===== src/rtl/core/knot_table_linear_interpolator_macros.svh =====
// ----------------------------------------------------------------------------
// knot table interpolator assertion macros
// shared concurrent assertion forms, clocked on aclk, off during reset
// ----------------------------------------------------------------------------
`ifndef KNOT_TABLE_LINEAR_INTERPOLATOR_MACROS_SVH
`define KNOT_TABLE_LINEAR_INTERPOLATOR_MACROS_SVH

// same-cycle implication
`define KTLI_ASSERT_IMP(label, ante, cons, msg) \
    label: assert property (@(posedge aclk) disable iff (!aresetn) (ante) |-> (cons)) \
        else $error(msg);

// next-cycle implication
`define KTLI_ASSERT_NXT(label, ante, cons, msg) \
    label: assert property (@(posedge aclk) disable iff (!aresetn) (ante) |=> (cons)) \
        else $error(msg);

`endif


===== src/rtl/core/ktli_pkg.sv =====
// ----------------------------------------------------------------------------
// ktli_pkg
// shared sizes, codes and types of the knot table interpolator
// ----------------------------------------------------------------------------
package ktli_pkg;

    localparam int MAX_KNOTS   = 64;
    localparam int VECTOR_DIM  = 4;

    localparam int DATA_W      = 32;
    localparam int TIME_W      = 32;
    localparam int FRAC_W      = 16;
    localparam int STORE_DEPTH = MAX_KNOTS * VECTOR_DIM;
    localparam int ADDR_W      = $clog2(STORE_DEPTH);
    localparam int SEG_W       = $clog2(MAX_KNOTS);
    localparam int QUO_W       = SEG_W + FRAC_W;
    localparam int NUM_W       = TIME_W + SEG_W;
    localparam int ELEM_W      = (VECTOR_DIM > 1) ? $clog2(VECTOR_DIM) : 1;
    localparam int KCMP_W      = (SEG_W + 1 > 7) ? SEG_W + 1 : 7;
    localparam int CFG_IDX_W   = 2;

    localparam logic [FRAC_W:0] FRAC_ONE = {1'b1, {FRAC_W{1'b0}}};

    // opcodes
    localparam logic OP_WRITE = 1'b0;
    localparam logic OP_QUERY = 1'b1;

    // register indexes
    localparam logic [CFG_IDX_W-1:0] CFG_TOTAL_TIME = 2'd0;
    localparam logic [CFG_IDX_W-1:0] CFG_KNOT_COUNT = 2'd1;
    localparam logic [CFG_IDX_W-1:0] CFG_HOLD_MODE  = 2'd2;

    typedef enum logic [2:0] {
        S_IDLE,
        S_DIV,
        S_READ,
        S_MULT,
        S_OUT
    } state_t;

    typedef struct packed {
        logic busy;
        logic done;
    } div_stat_t;

endpackage


===== src/rtl/core/ktli_blend.sv =====
// ----------------------------------------------------------------------------
// ktli_blend
// linear blend of two knot samples, registered product, rounded result
// ----------------------------------------------------------------------------
module ktli_blend (
    input  logic                               aclk,
    input  logic                               load,
    input  logic signed [ktli_pkg::DATA_W-1:0] u0,
    input  logic signed [ktli_pkg::DATA_W-1:0] u1,
    input  logic        [ktli_pkg::FRAC_W:0]   frac,
    output logic signed [ktli_pkg::DATA_W-1:0] value
);

    localparam int DIFF_W = ktli_pkg::DATA_W + 1;
    localparam int PROD_W = DIFF_W + ktli_pkg::FRAC_W + 2;
    localparam int ACC_W  = PROD_W + 1;

    logic signed [DIFF_W-1:0]          diff;
    logic signed [PROD_W-1:0]          prod_reg;
    logic signed [ktli_pkg::DATA_W-1:0] u0_reg;
    logic signed [ACC_W-1:0]           acc;

    assign diff = DIFF_W'(u1) - DIFF_W'(u0);

    always_ff @(posedge aclk) begin
        if (load) begin
            prod_reg <= PROD_W'(diff) * PROD_W'($signed({1'b0, frac}));
            u0_reg   <= u0;
        end
    end

    // u0 * 2^16 + diff * frac + half, then arithmetic floor
    always_comb begin
        acc   = (ACC_W'(u0_reg) <<< ktli_pkg::FRAC_W) + ACC_W'(prod_reg)
              + ACC_W'(1 <<< (ktli_pkg::FRAC_W - 1));
        value = acc[ktli_pkg::FRAC_W +: ktli_pkg::DATA_W];
    end

endmodule


===== config.mk =====
export PLATFORM = sky130hd
export DESIGN_NAME = ktli_blend
export DESIGN_NICKNAME = d
export VERILOG_FILES = /design/src/rtl/core/knot_table_linear_interpolator_macros.svh /design/src/rtl/core/ktli_pkg.sv /design/src/rtl/core/ktli_blend.sv
export SDC_FILE = /design/constraint.sdc
export NUM_CORES = 2
export LEC_CHECK = 0
export BUFFER_PORTS_ARGS = -buffer_cell sky130_fd_sc_hd__buf_2
export CAP_MARGIN = 30
export CORE_ASPECT_RATIO = 1.2
export CORE_MARGIN = 2
export CORE_UTILIZATION = 35
export CTS_BUF_LIST = sky130_fd_sc_hd__clkbuf_4 sky130_fd_sc_hd__clkbuf_8
export DETAILED_ROUTE_END_ITERATION = 6
export GPL_ROUTABILITY_DRIVEN = 0
export SYNTH_ARGS = -nofsm -noshare
export SYNTH_HDL_FRONTEND = slang
export SYNTH_SLANG_ARGS = --single-unit

===== constraint.sdc =====
create_clock -name aclk -period 17.35 [get_ports aclk]
set_clock_uncertainty 0.2 [all_clocks]
set_input_delay 0.8675 -clock aclk [delete_from_list [all_inputs] [get_ports aclk]]
set_output_delay 0.8675 -clock aclk [all_outputs]
set_load 0.02 [all_outputs]

==> flow_summary.toml <==
[timing]
final.setup.tns_ps = 0
tightest_slew_ps = 1080
setup_viol = 0
period_needed_ps = 9750
finalCritPeriodShare_pct = 56.2
drv_slew = 0
hold_violations = 0
timing.hold.ws_ps = 467
maxSlewHeadroom_pct = 28.1
fmax_mhz = 103
rsz0062_at_grt = "false"

[route]
wirelength_mm = 63.2
drt_iter0_markers = 740
wl_met1_mm = 23.8
wire_per_inst_um = 17.3
first_pass_iters = 5
vias_per_cell = 4.90
drc = 0
top_layer = "met5"
vias = 17900
route.met3.wl_mm = 2.55
dr_wl_met2_mm = 34.4
ant_nets = 0

[logic_synthesis]
synth.most_common_cell = "inv_1"
syn_area_um2 = 24100
synth.distinct_cells = 66
syn_inst = 2669
synth_simple_gate_area_share_pct = 16.5
ys_async_sr_fraction_pct = 0
yosys_warnings = 0
synth_compound_area_share_pct = 7.23
ys.flop_type = "edfxtp_1"
synth_xor_area_share_pct = 3.67
synth_fp_nets = 3441
seq_area_frac_synth_pct = 8.10
syn_area_per_cell_um2 = 9.03
synth_area_leaders = "fa_1 (43%), inv_1 (10%), ha_1 (9.0%)"
synth.top_cells.by_count = "inv_1 (656), fa_1 (516), nand2_1 (304)"
synth_top_area_cell = "fa_1"
synth_edf_count = 65
synth_top_cell_area_share_pct = 42.9
synth_mux_area_share_pct = 0.810
synth_fa_ha_area_share_pct = 51.9
ys_seq_elements = 65
synth_top_family_by_area = "adder cells"

[place]
portBuffers = 114
dp_hpwl_mm = 49.4
place_area_um2 = 25800

[finish]
drive_gt1_share_pct = 7.73
regArea_um2 = 1950
n_antenna_cell = 0
largest_reg_flops = 33
postLayoutCoreUtil_pct = 38.0
nFillCells = 7088
multiInputGateArea_um2 = 19300
final_cell_area_um2 = 26000
fin_nets = 3508
area_growth_pct = 7.75

[die]
ios = 115
fp.coreArea_um2 = 68300
die-area_um2 = 71000
die_w_um = 244
die_h_um = 291
start_util_pct = 35.3
rows = 105

[setup_path]
critPathKind = "in2reg"
cp_top_family = "adder cells"
crit_end = "prod_reg[45]"
crit_top_cell = "fa_1"
cp.depth = 32
worstPathRequired_ps = 17270
worst-path-max-fanout = 17
crit_start = "u0[0]"
critPathBufInv = 4
critPathMaxStageDelay_ps = 780
slowest_stage = "xnor2_2"
arrival_ps = 9680
critPathLaunchType = "primary input"
cp-end-kind = "flip-flop"

[clock_tree]
clockBufferDepth = 2
cts_tree = "yes"
post_cts_resized = 0
cts-root-buf = "clkbuf_8"
clk_pin_slew_ps = 80
ctsHoldBuffers = 0
clock_sinks = 65
cts_made_buffers = 9
cts_setup_buffers = 0
h-tree-depth = 3

[global_routing]
antenna_found_initial = 1
grt_max_degree = 66
grt-ovfl-total = 0
grt_pass1_wl_mm = 103
grt_pass1_vias = 19200
track_usage_pct = 18.5

[outcome]
status = "finished clean"

[min_path]
worstHoldStart = "u0[25]"
hold_path.class = "in2reg"

[job]
drv_cap = 0
==> how the worst min path moves through the flow <==
stage,slack (ps),cells past startpoint,endpoint
floorplan,770,0,u0_reg[0]
global placement,860,1,u0_reg[6]
detailed placement,860,1,u0_reg[25]
CTS,440,1,u0_reg[26]
global route,440,1,u0_reg[26]
finish,470,1,u0_reg[25]
==> final cells by class <==
| class | instances | area share, % |
|---|---|---|
| clock buffers | 10 | 0.506 |
| repair buffers | 156 | 3.49 |
| flip-flops and latches | 65 | 7.52 |
| inverters | 656 | 9.48 |
| well taps | 909 | 4.38 |
| clock inverters | 6 | 0.135 |
| multi-input cells | 1848 | 74.5 |
==> routing by layer <==
layer,vias to the layer above,track usage [%]
li1,8130,-
met1,9202,20.9
met2,415,35.7
met3,138,1.79
met4,2,6.59
met5,-,0
==> kinds of logic after synthesis <==
logic type | Yosys count
XOR/XNOR | 100
flip-flops | 65
AO/OA/AOI/OAI | 262
buffers and inverters | 756
adder cells (fa/ha/maj) | 689
AND/OR/NAND/NOR | 779
multiplexers | 18
==> layout by cell type, fill, tap and decap left out, types with 13 or more instances in the layout <==
master    instances
a211oi_1         13
a21o_1           30
a21oi_1          78
and2_1          251
and3_1           21
buf_2           114
buf_4            40
edfxtp_1         65
fa_1            516
ha_1            173
inv_1           656
nand2_1         304
nand2b_1         35
nand3_1          20
nor2_1           57
nor2b_1          38
nor3_1           17
o21a_1           30
o21ai_0          44
xnor2_1          70
xor2_1           22
==> through the flow <==
| step | setup slack (ps) | std cells |
|---|---|---|
| after global routing | 6890 | 3650 |
| after CTS | 7610 | 3649 |
| after detailed placement | 7200 | 3633 |
| after floorplan | 8520 | 2669 |
| final | 7600 | 3650 |
| after global placement | 7280 | 3632 |
Power is not shown: default switching activity piles up to over one toggle a cycle in this logic, so the estimate is an artifact.
